===== src/design/bamsp_pkg.sv =====
// ---------------------------------------------------------------------------
// bamsp_pkg: shared constants for the advertising serial parser
// Byte codes, register map, phase codes and stream widths.
// ---------------------------------------------------------------------------
package bamsp_pkg;

    // Stream widths
    localparam int unsigned S_DATA_W = 8;
    localparam int unsigned M_DATA_W = 72;
    localparam int unsigned BCD_W    = 64;
    localparam int unsigned CNT_W    = 5;

    // Configuration port
    localparam int unsigned APB_ADDR_W = 3;
    localparam int unsigned APB_DATA_W = 32;
    localparam logic        REG_COMPANY_ID = 1'b0;   // paddr[2]
    localparam logic [15:0] COMPANY_ID_RESET = 16'h09C8;

    // Serial limit
    localparam int unsigned MAX_DIGITS_DEF = 16;

    // Byte codes
    localparam logic [7:0] AD_TYPE_MFR = 8'hFF;
    localparam logic [7:0] CH_T        = 8'h54;
    localparam logic [7:0] CH_N        = 8'h4E;
    localparam logic [7:0] CH_SPACE    = 8'h20;
    localparam logic [7:0] CH_HASH     = 8'h23;
    localparam logic [7:0] CH_DASH     = 8'h2D;
    localparam logic [7:0] CH_ZERO     = 8'h30;
    localparam logic [7:0] CH_NINE     = 8'h39;

    // Parse phase codes
    localparam logic [2:0] PH_LEN  = 3'd0;
    localparam logic [2:0] PH_TYPE = 3'd1;
    localparam logic [2:0] PH_CID0 = 3'd2;
    localparam logic [2:0] PH_CID1 = 3'd3;
    localparam logic [2:0] PH_DATA = 3'd4;
    localparam logic [2:0] PH_SKIP = 3'd5;
    localparam logic [2:0] PH_DONE = 3'd6;

endpackage


===== src/design/ble_adv_mfr_serial_parser_core.sv =====
// ---------------------------------------------------------------------------
// ble_adv_mfr_serial_parser_core: manufacturer serial number scanner
// Walks advertising structures and extracts a "TN" serial as BCD.
// ---------------------------------------------------------------------------
// Usage:
//   Slave stream: one advertising payload byte per request on i_s_tdata,
//   i_s_tlast high on the final byte of the payload.
//   Master stream: exactly one result request per payload, issued for the
//   byte marked i_s_tlast; nothing is issued for other bytes.
//   APB port: company_id at byte address 0; writes only while idle.
// Output: the result for a last byte is valid on o_m_tvalid in the cycle
//   after that byte is accepted.
// Throughput: one byte per cycle while o_s_tready is high. The per-byte parse step is a short
//   combinational update of the parse state registers; the result sits
//   in a single output register.
// Stall: while a result waits with i_m_tready low, o_s_tready drops and
//   every input byte is held off, last or not; a result taken in the same
//   cycle frees the register for the next one.
// Reset: clears the parse state and the output valid; company_id returns
//   to 0x09C8. Result payload registers are not reset.
// ---------------------------------------------------------------------------
module ble_adv_mfr_serial_parser_core #(
    parameter int unsigned MAX_DIGITS = bamsp_pkg::MAX_DIGITS_DEF
) (
    input  logic                                i_clk,
    input  logic                                i_rst_n,
    // slave stream
    input  logic                                i_s_tvalid,
    output logic                                o_s_tready,
    input  logic [bamsp_pkg::S_DATA_W-1:0]      i_s_tdata,  // [7:0] payload_byte
    input  logic                                i_s_tlast,  // last_byte
    // master stream
    output logic                                o_m_tvalid,
    input  logic                                i_m_tready,
    // [0] found, [1] serial_started, [6:2] digit_count,
    // [70:7] serial_bcd, [71] digits_overflow
    output logic [bamsp_pkg::M_DATA_W-1:0]      o_m_tdata,
    // APB configuration
    input  logic                                psel,
    input  logic                                penable,
    input  logic                                pwrite,
    input  logic [bamsp_pkg::APB_ADDR_W-1:0]    paddr,
    input  logic [bamsp_pkg::APB_DATA_W-1:0]    pwdata,
    output logic [bamsp_pkg::APB_DATA_W-1:0]    prdata,
    output logic                                pready
);

    // Configuration register
    logic [15:0] r_company_id;

    // Parse state
    logic [2:0]                        r_phase,      n_phase;
    logic [7:0]                        r_bytes_left, n_bytes_left;
    logic                              r_cand,       n_cand;
    logic                              r_locked,     n_locked;
    logic                              r_pend_t,     n_pend_t;
    logic                              r_ser_on,     n_ser_on;
    logic                              r_ser_stop,   n_ser_stop;
    logic [bamsp_pkg::BCD_W-1:0]       r_store,      n_store;
    logic [bamsp_pkg::CNT_W-1:0]       r_digits_seen, n_digits_seen;
    logic                              r_ovf,        n_ovf;

    // Result register
    logic                              r_out_valid;
    logic [bamsp_pkg::M_DATA_W-1:0]    r_out_data;

    logic                              s_acc;
    logic                              m_acc;
    logic [7:0]                        b;
    logic [7:0]                        bl_dec;
    logic                              cid_hi_ok;
    logic                              is_digit;
    logic                              is_filler;
    logic                              ser_clear;
    logic [bamsp_pkg::M_DATA_W-1:0]    n_out_data;

    assign pready     = 1'b1;
    assign o_s_tready = !r_out_valid || i_m_tready;
    assign s_acc      = i_s_tvalid && o_s_tready;
    assign m_acc      = r_out_valid && i_m_tready;
    assign o_m_tvalid = r_out_valid;
    assign o_m_tdata  = r_out_data;

    assign b         = i_s_tdata;
    assign bl_dec    = r_bytes_left - 8'd1;
    assign cid_hi_ok = r_cand && (b == r_company_id[15:8]);
    assign is_digit  = (b inside {[bamsp_pkg::CH_ZERO:bamsp_pkg::CH_NINE]});
    assign is_filler = (b inside {bamsp_pkg::CH_SPACE, bamsp_pkg::CH_HASH,
                                  bamsp_pkg::CH_DASH});

    // APB: register write and read-back
    always_ff @(posedge i_clk) begin
        if (!i_rst_n) begin
            r_company_id <= bamsp_pkg::COMPANY_ID_RESET;
        end else if (psel && penable && pwrite && pready
                     && paddr[2] == bamsp_pkg::REG_COMPANY_ID) begin
            r_company_id <= pwdata[15:0];
        end
    end

    always_comb begin
        prdata = '0;
        if (paddr[2] == bamsp_pkg::REG_COMPANY_ID) begin
            prdata = {{(bamsp_pkg::APB_DATA_W-16){1'b0}}, r_company_id};
        end
    end

    // Per-byte parse step
    always_comb begin
        n_phase       = r_phase;
        n_bytes_left  = r_bytes_left;
        n_cand        = r_cand;
        n_locked      = r_locked;
        n_pend_t      = r_pend_t;
        n_ser_on      = r_ser_on;
        n_ser_stop    = r_ser_stop;
        n_store       = r_store;
        n_digits_seen = r_digits_seen;
        n_ovf         = r_ovf;
        ser_clear     = 1'b0;

        case (r_phase)
            bamsp_pkg::PH_LEN: begin
                // skip zero-length entries
                if (b != 8'd0) begin
                    n_bytes_left = b;
                    n_phase      = bamsp_pkg::PH_TYPE;
                end
            end
            bamsp_pkg::PH_TYPE: begin
                n_bytes_left = bl_dec;
                if (b == bamsp_pkg::AD_TYPE_MFR && bl_dec >= 8'd2) begin
                    n_cand  = 1'b1;
                    n_phase = bamsp_pkg::PH_CID0;
                end else begin
                    n_cand  = 1'b0;
                    n_phase = (bl_dec == 8'd0) ? bamsp_pkg::PH_LEN : bamsp_pkg::PH_SKIP;
                end
            end
            bamsp_pkg::PH_CID0: begin
                n_bytes_left = bl_dec;
                n_cand       = r_cand && (b == r_company_id[7:0]);
                n_phase      = bamsp_pkg::PH_CID1;
            end
            bamsp_pkg::PH_CID1: begin
                n_bytes_left = bl_dec;
                n_cand       = cid_hi_ok;
                if (cid_hi_ok) begin
                    ser_clear = 1'b1;
                    if (bl_dec == 8'd0) begin
                        n_locked = 1'b1;
                        n_phase  = bamsp_pkg::PH_DONE;
                    end else begin
                        n_phase  = bamsp_pkg::PH_DATA;
                    end
                end else begin
                    n_phase = (bl_dec == 8'd0) ? bamsp_pkg::PH_LEN : bamsp_pkg::PH_SKIP;
                end
            end
            bamsp_pkg::PH_DATA: begin
                n_bytes_left = bl_dec;
                if (!r_ser_stop) begin
                    if (!r_ser_on) begin
                        // hunt for the TN marker
                        if (r_pend_t && b == bamsp_pkg::CH_N) begin
                            n_ser_on = 1'b1;
                            n_pend_t = 1'b0;
                        end else begin
                            n_pend_t = (b == bamsp_pkg::CH_T);
                        end
                    end else if (is_digit) begin
                        if (r_digits_seen < bamsp_pkg::CNT_W'(MAX_DIGITS)) begin
                            n_store       = {r_store[bamsp_pkg::BCD_W-5:0], b[3:0]};
                            n_digits_seen = r_digits_seen + bamsp_pkg::CNT_W'(1);
                        end else begin
                            n_ovf = 1'b1;
                        end
                    end else if (!is_filler) begin
                        n_ser_stop = 1'b1;
                    end
                end
                if (bl_dec == 8'd0) begin
                    n_locked = 1'b1;
                    n_phase  = bamsp_pkg::PH_DONE;
                end
            end
            bamsp_pkg::PH_SKIP: begin
                n_bytes_left = bl_dec;
                if (bl_dec == 8'd0) begin
                    n_phase = bamsp_pkg::PH_LEN;
                end
            end
            default: begin
                // done: ignore the rest of the payload
            end
        endcase

        // restart serial capture on a fresh match
        if (ser_clear) begin
            n_pend_t      = 1'b0;
            n_ser_on      = 1'b0;
            n_ser_stop    = 1'b0;
            n_store       = '0;
            n_digits_seen = '0;
            n_ovf         = 1'b0;
        end

        // result from the updated state; zeros unless a match was locked
        n_out_data = '0;
        if (n_locked) begin
            n_out_data = {n_ovf, n_store, n_digits_seen, n_ser_on, 1'b1};
        end
    end

    always_ff @(posedge i_clk) begin
        if (!i_rst_n) begin
            r_phase       <= bamsp_pkg::PH_LEN;
            r_bytes_left  <= '0;
            r_cand        <= 1'b0;
            r_locked      <= 1'b0;
            r_pend_t      <= 1'b0;
            r_ser_on      <= 1'b0;
            r_ser_stop    <= 1'b0;
            r_store       <= '0;
            r_digits_seen <= '0;
            r_ovf         <= 1'b0;
        end else if (s_acc) begin
            if (i_s_tlast) begin
                // end of payload: clear for the next one
                r_phase       <= bamsp_pkg::PH_LEN;
                r_bytes_left  <= '0;
                r_cand        <= 1'b0;
                r_locked      <= 1'b0;
                r_pend_t      <= 1'b0;
                r_ser_on      <= 1'b0;
                r_ser_stop    <= 1'b0;
                r_store       <= '0;
                r_digits_seen <= '0;
                r_ovf         <= 1'b0;
            end else begin
                r_phase       <= n_phase;
                r_bytes_left  <= n_bytes_left;
                r_cand        <= n_cand;
                r_locked      <= n_locked;
                r_pend_t      <= n_pend_t;
                r_ser_on      <= n_ser_on;
                r_ser_stop    <= n_ser_stop;
                r_store       <= n_store;
                r_digits_seen <= n_digits_seen;
                r_ovf         <= n_ovf;
            end
        end
    end

    // Output register: load on the last byte, drop when taken
    always_ff @(posedge i_clk) begin
        if (!i_rst_n) begin
            r_out_valid <= 1'b0;
        end else if (s_acc && i_s_tlast) begin
            r_out_valid <= 1'b1;
        end else if (m_acc) begin
            r_out_valid <= 1'b0;
        end
    end

    always_ff @(posedge i_clk) begin
        if (s_acc && i_s_tlast) begin
            r_out_data <= n_out_data;
        end
    end

    // Assertions
    a_not_found_zero: assert property (@(posedge i_clk) disable iff (!i_rst_n)
        (r_out_valid && !r_out_data[0]) |-> (r_out_data[bamsp_pkg::M_DATA_W-1:1] == '0))
        else $error("result fields set without a match");

    a_digit_limit: assert property (@(posedge i_clk) disable iff (!i_rst_n)
        r_digits_seen <= bamsp_pkg::CNT_W'(MAX_DIGITS))
        else $error("digit count above limit");

    a_ovf_full: assert property (@(posedge i_clk) disable iff (!i_rst_n)
        r_ovf |-> (r_digits_seen == bamsp_pkg::CNT_W'(MAX_DIGITS)))
        else $error("overflow before the digit store is full");

    a_clear_after_last: assert property (@(posedge i_clk) disable iff (!i_rst_n)
        (s_acc && i_s_tlast) |=> (r_phase == bamsp_pkg::PH_LEN && !r_locked && r_out_valid))
        else $error("parse state not cleared after last byte");

endmodule


===== config.mk =====
export PLATFORM = sky130hd
export DESIGN_NAME = ble_adv_mfr_serial_parser_core
export DESIGN_NICKNAME = d
export VERILOG_FILES = /design/src/design/bamsp_pkg.sv /design/src/design/ble_adv_mfr_serial_parser_core.sv
export SDC_FILE = /design/constraint.sdc
export NUM_CORES = 1
export LEC_CHECK = 0
export ABC_AREA = 1
export CORE_MARGIN = 2
export CORE_UTILIZATION = 69
export CTS_CLUSTER_SIZE = 20
export DETAILED_ROUTE_END_ITERATION = 6
export DONT_BUFFER_PORTS = 1
export MAX_ROUTING_LAYER = met4
export PLACE_DENSITY_LB_ADDON = 0.05
export SLEW_MARGIN = 15
export SYNTH_ARGS = -nofsm -noshare
export SYNTH_HDL_FRONTEND = slang
export SYNTH_SLANG_ARGS = --single-unit

===== constraint.sdc =====
create_clock -name i_clk -period 13.34 [get_ports i_clk]
set_input_delay 0.667 -clock i_clk [delete_from_list [all_inputs] [get_ports i_clk]]
set_output_delay 0.667 -clock i_clk [all_outputs]
set_load 0.01 [all_outputs]

==> impl_metrics.json <==
{
  "synth_cells": 1152,
  "drive_gt1_share_pct": 5.08,
  "endpoint": "r_bytes_left[6]",
  "ioPinCount": 158,
  "irDropWorstVdd_mv": 0.0910,
  "r2r-end": "r_bytes_left[6]",
  "grt_max_degree": 111,
  "reg2reg_slack_ns": 10.47,
  "clock-root-buffer": "clkbuf_16",
  "drt_iter0_markers": 740,
  "worst_path_max_delay_cell": "buf_4",
  "cts_made_buffers": 17,
  "clock-sinks": 175,
  "crit_chain": "inv_1 -> nor2_1 -> inv_1 -> nand2_2 -> buf_4 -> inv_1 -> nand2_1 -> inv_1 -> o31ai_2 -> nor2_1 -> inv_1 -> nor2_1 -> a21oi_1 -> nor2_1",
  "ys_seq_elements": 175,
  "rows": 40,
  "maxCapViolCount": 0,
  "ff2ff_path_depth": 14,
  "cts_max_path_buffers": 2,
  "grt_overflow": 0,
  "worstPathMaxFanout": 76,
  "critPathMaxStageDelay_ns": 0.68,
  "synth_warnings": 0,
  "area_growth_pct": 6.59,
  "grt_pass1_wl_mm": 30.4,
  "wl_per_cell_um": 14.1,
  "syn_area_per_cell_sq_um": 7.41,
  "final_common_cell": "nand2_1",
  "h-tree-depth": 4,
  "hold_viol": 0,
  "fmax_mhz": 348,
  "detailed_place_hpwl_mm": 11.0,
  "min-delay-start": "i_rst_n",
  "wirelength_mm": 18.2,
  "drc": 0,
  "cts.clk_slew.worst_paths_ns": 0.06,
  "diodes": 0,
  "setup_viol": 0,
  "worst-endpoint-required_ns": 13.63,
  "nNetsFinal": 1166,
  "grt.total_usage_pct": 29.4,
  "tritoncts": "yes",
  "p_leak_nw": 3.28,
  "ys_seq_area_share_pct": 49.5,
  "crit_path_end_kind": "flop",
  "via_per_inst": 5.54,
  "slew_headroom_pct": 29.3,
  "min_period_ns": 2.87,
  "final_max_slew_viol_count": 0,
  "timing.rr.start": "o_m_tvalid",
  "grt_pass1_vias": 6344,
  "final_cell_mix": "401 x nand2_1, 132 x nor2_1, 103 x dfxtp_1",
  "antenna_left": 0,
  "outcome": "completed",
  "worstPathArrival_ns": 3.16,
  "portBuffers": 0,
  "critPathKind": "reg2reg",
  "routabilityCongestion": 0.886,
  "coreArea_sq_um": 12100,
  "vias": 7147,
  "dieHeight_um": 115,
  "cp-start-kind": "flop",
  "tightest_slew_ns": 1.06,
  "holdBufCountCts": 0,
  "start_util_pct": 70.8,
  "hp-class": "in2reg",
  "die_area_sq_um": 13300,
  "powerDensity_nw_per_um2": 127,
  "setup_tns_ns": 0,
  "netlist_area_sq_um": 8540,
  "drtPass1Iterations": 5,
  "die_w_um": 115,
  "finalCritPeriodShare_pct": 21.5,
  "cp_common_cell": "inv_1",
  "hold_ws_ns": 0.334,
  "post_cts.repair.setup_buffers": 0,
  "ys_types": 37,
  "post_cts_resized": 0,
  "clock_latency_ns": 0.43,
  "fin_worst_skew_ns": 0.00777,
  "antenna_found_initial": 0,
  "crit_start": "o_m_tvalid",
  "rsz0062_at_grt": "no"
}
[worst max-delay path: cells and delay by family, from the launching register on]
| family | cells | cell delay [ns] |
|---|---|---|
| AOI/OAI and AO/OA | 2 | 0.32 |
| buffers and inverters | 6 | 1.25 |
| DFF | 1 | 0.39 |
| and+or+nand+nor | 6 | 0.77 |
[through the flow]
step	cell area [sq um]	util [%]	worst slack (ns)	std cells	power (mW)
finish	9100	75.5	10.47	1289	1.16
CTS	9080	75.3	10.49	1288	1.16
global route	9100	75.5	10.17	1289	1.19
floorplan	8600	-	8.68	1167	0.644
detailed placement	8460	70.1	10.24	1256	0.652
global placement	8460	70.1	10.31	1256	0.652
[cell usage after synthesis]
cell type / n / area share, %
nand3_1: 88 / 5.2
a21oi_1: 100 / 5.9
nor4_1: 5 / 0.37
nor2_2: 2 / 0.15
clkinv_1: 1 / 0.044
xor2_1: 4 / 0.41
a211oi_1: 1 / 0.088
edfxtp_1: 72 / 25
xnor2_1: 5 / 0.51
nor3_2: 1 / 0.12
or2_2: 3 / 0.22
nand2_2: 1 / 0.073
buf_1: 7 / 0.31
nand2_1: 402 / 18
nand3b_1: 1 / 0.088
o21ai_1: 6 / 0.35
conb_1: 2 / 0.088
clkbuf_1: 41 / 1.8
inv_2: 7 / 0.31
nor2_1: 134 / 5.9
o31ai_2: 1 / 0.15
dfxtp_1: 103 / 24
nor3_1: 6 / 0.35
inv_1: 59 / 2.6
o311ai_0: 1 / 0.10
o22ai_1: 2 / 0.15
o211ai_1: 7 / 0.62
buf_4: 24 / 2.1
and3_1: 1 / 0.073
nor4_4: 1 / 0.25
a22oi_1: 1 / 0.088
ha_1: 7 / 1.0
nand4_1: 12 / 0.88
buf_2: 15 / 0.88
o21ai_0: 27 / 1.6
o21bai_1: 1 / 0.088
nor2_4: 1 / 0.13
[metal layers]
metal  routed length (um)  part of all wire, %  GRT usage, %  up-vias
met5                    0                    0             -        -
met4                  269                  1.5          10.2        0
met3                 1230                  6.7          5.96       29
met2                 8510                   47          44.2      298
met1                 8220                   45          39.9     3205
li1                     -                    -             -     3615
[area by class of cell]
| class | instances | area (sq um) |
|---|---|---|
| Inverter | 67 | 254 |
| Sequential cell | 175 | 4220 |
| Timing Repair Buffer | 9 | 87.6 |
| Multi-Input combinational cell | 838 | 3710 |
| Tap cell | 168 | 210 |
| Clock buffer | 24 | 493 |
| Fill cell | 907 | 2960 |
| Clock inverter | 8 | 126 |
[state kept, by name (all words and copies together), names as in the netlist]
| name | flops |
|---|---|
| o_m_tdata | 72 |
| o_m_tvalid | 1 |
| r_bytes_left | 8 |
| r_cand | 1 |
| r_company_id | 16 |
| r_digits_seen | 5 |
| r_locked | 1 |
| r_ovf | 1 |
| r_pend_t | 1 |
| r_phase | 3 |
| r_ser_on | 1 |
| r_ser_stop | 1 |
| r_store | 64 |
[where the power goes]
part           total [mW]  switching, mW  internal, mW
clock network       0.517          0.200         0.317
registers           0.582         0.0118         0.570
logic              0.0597         0.0446        0.0151
[how the worst min path moves through the flow]
stage / endpoint / slack (ns) / depth (start not counted)
global route: r_company_id[11] / 0.33 / 1
CTS: r_bytes_left[4] / 0.32 / 2
floorplan: r_ovf / 0.44 / 2
finish: r_bytes_left[4] / 0.33 / 2
global placement: r_ovf / 0.45 / 2
detailed placement: r_ovf / 0.46 / 2
[logic make-up after synthesis]
kind of cell | Yosys count | synth area share [%]
and+or+nand+nor | 658 | 31.4
AOI/OAI and AO/OA | 147 | 9.07
other | 2 | 0.0879
buffers and inverters | 154 | 8.04
xor gates and xnor gates | 9 | 0.923
DFF | 175 | 49.5
adders and majority gates | 7 | 1.03
No activity file was read; power rests on OpenSTA's default activity.
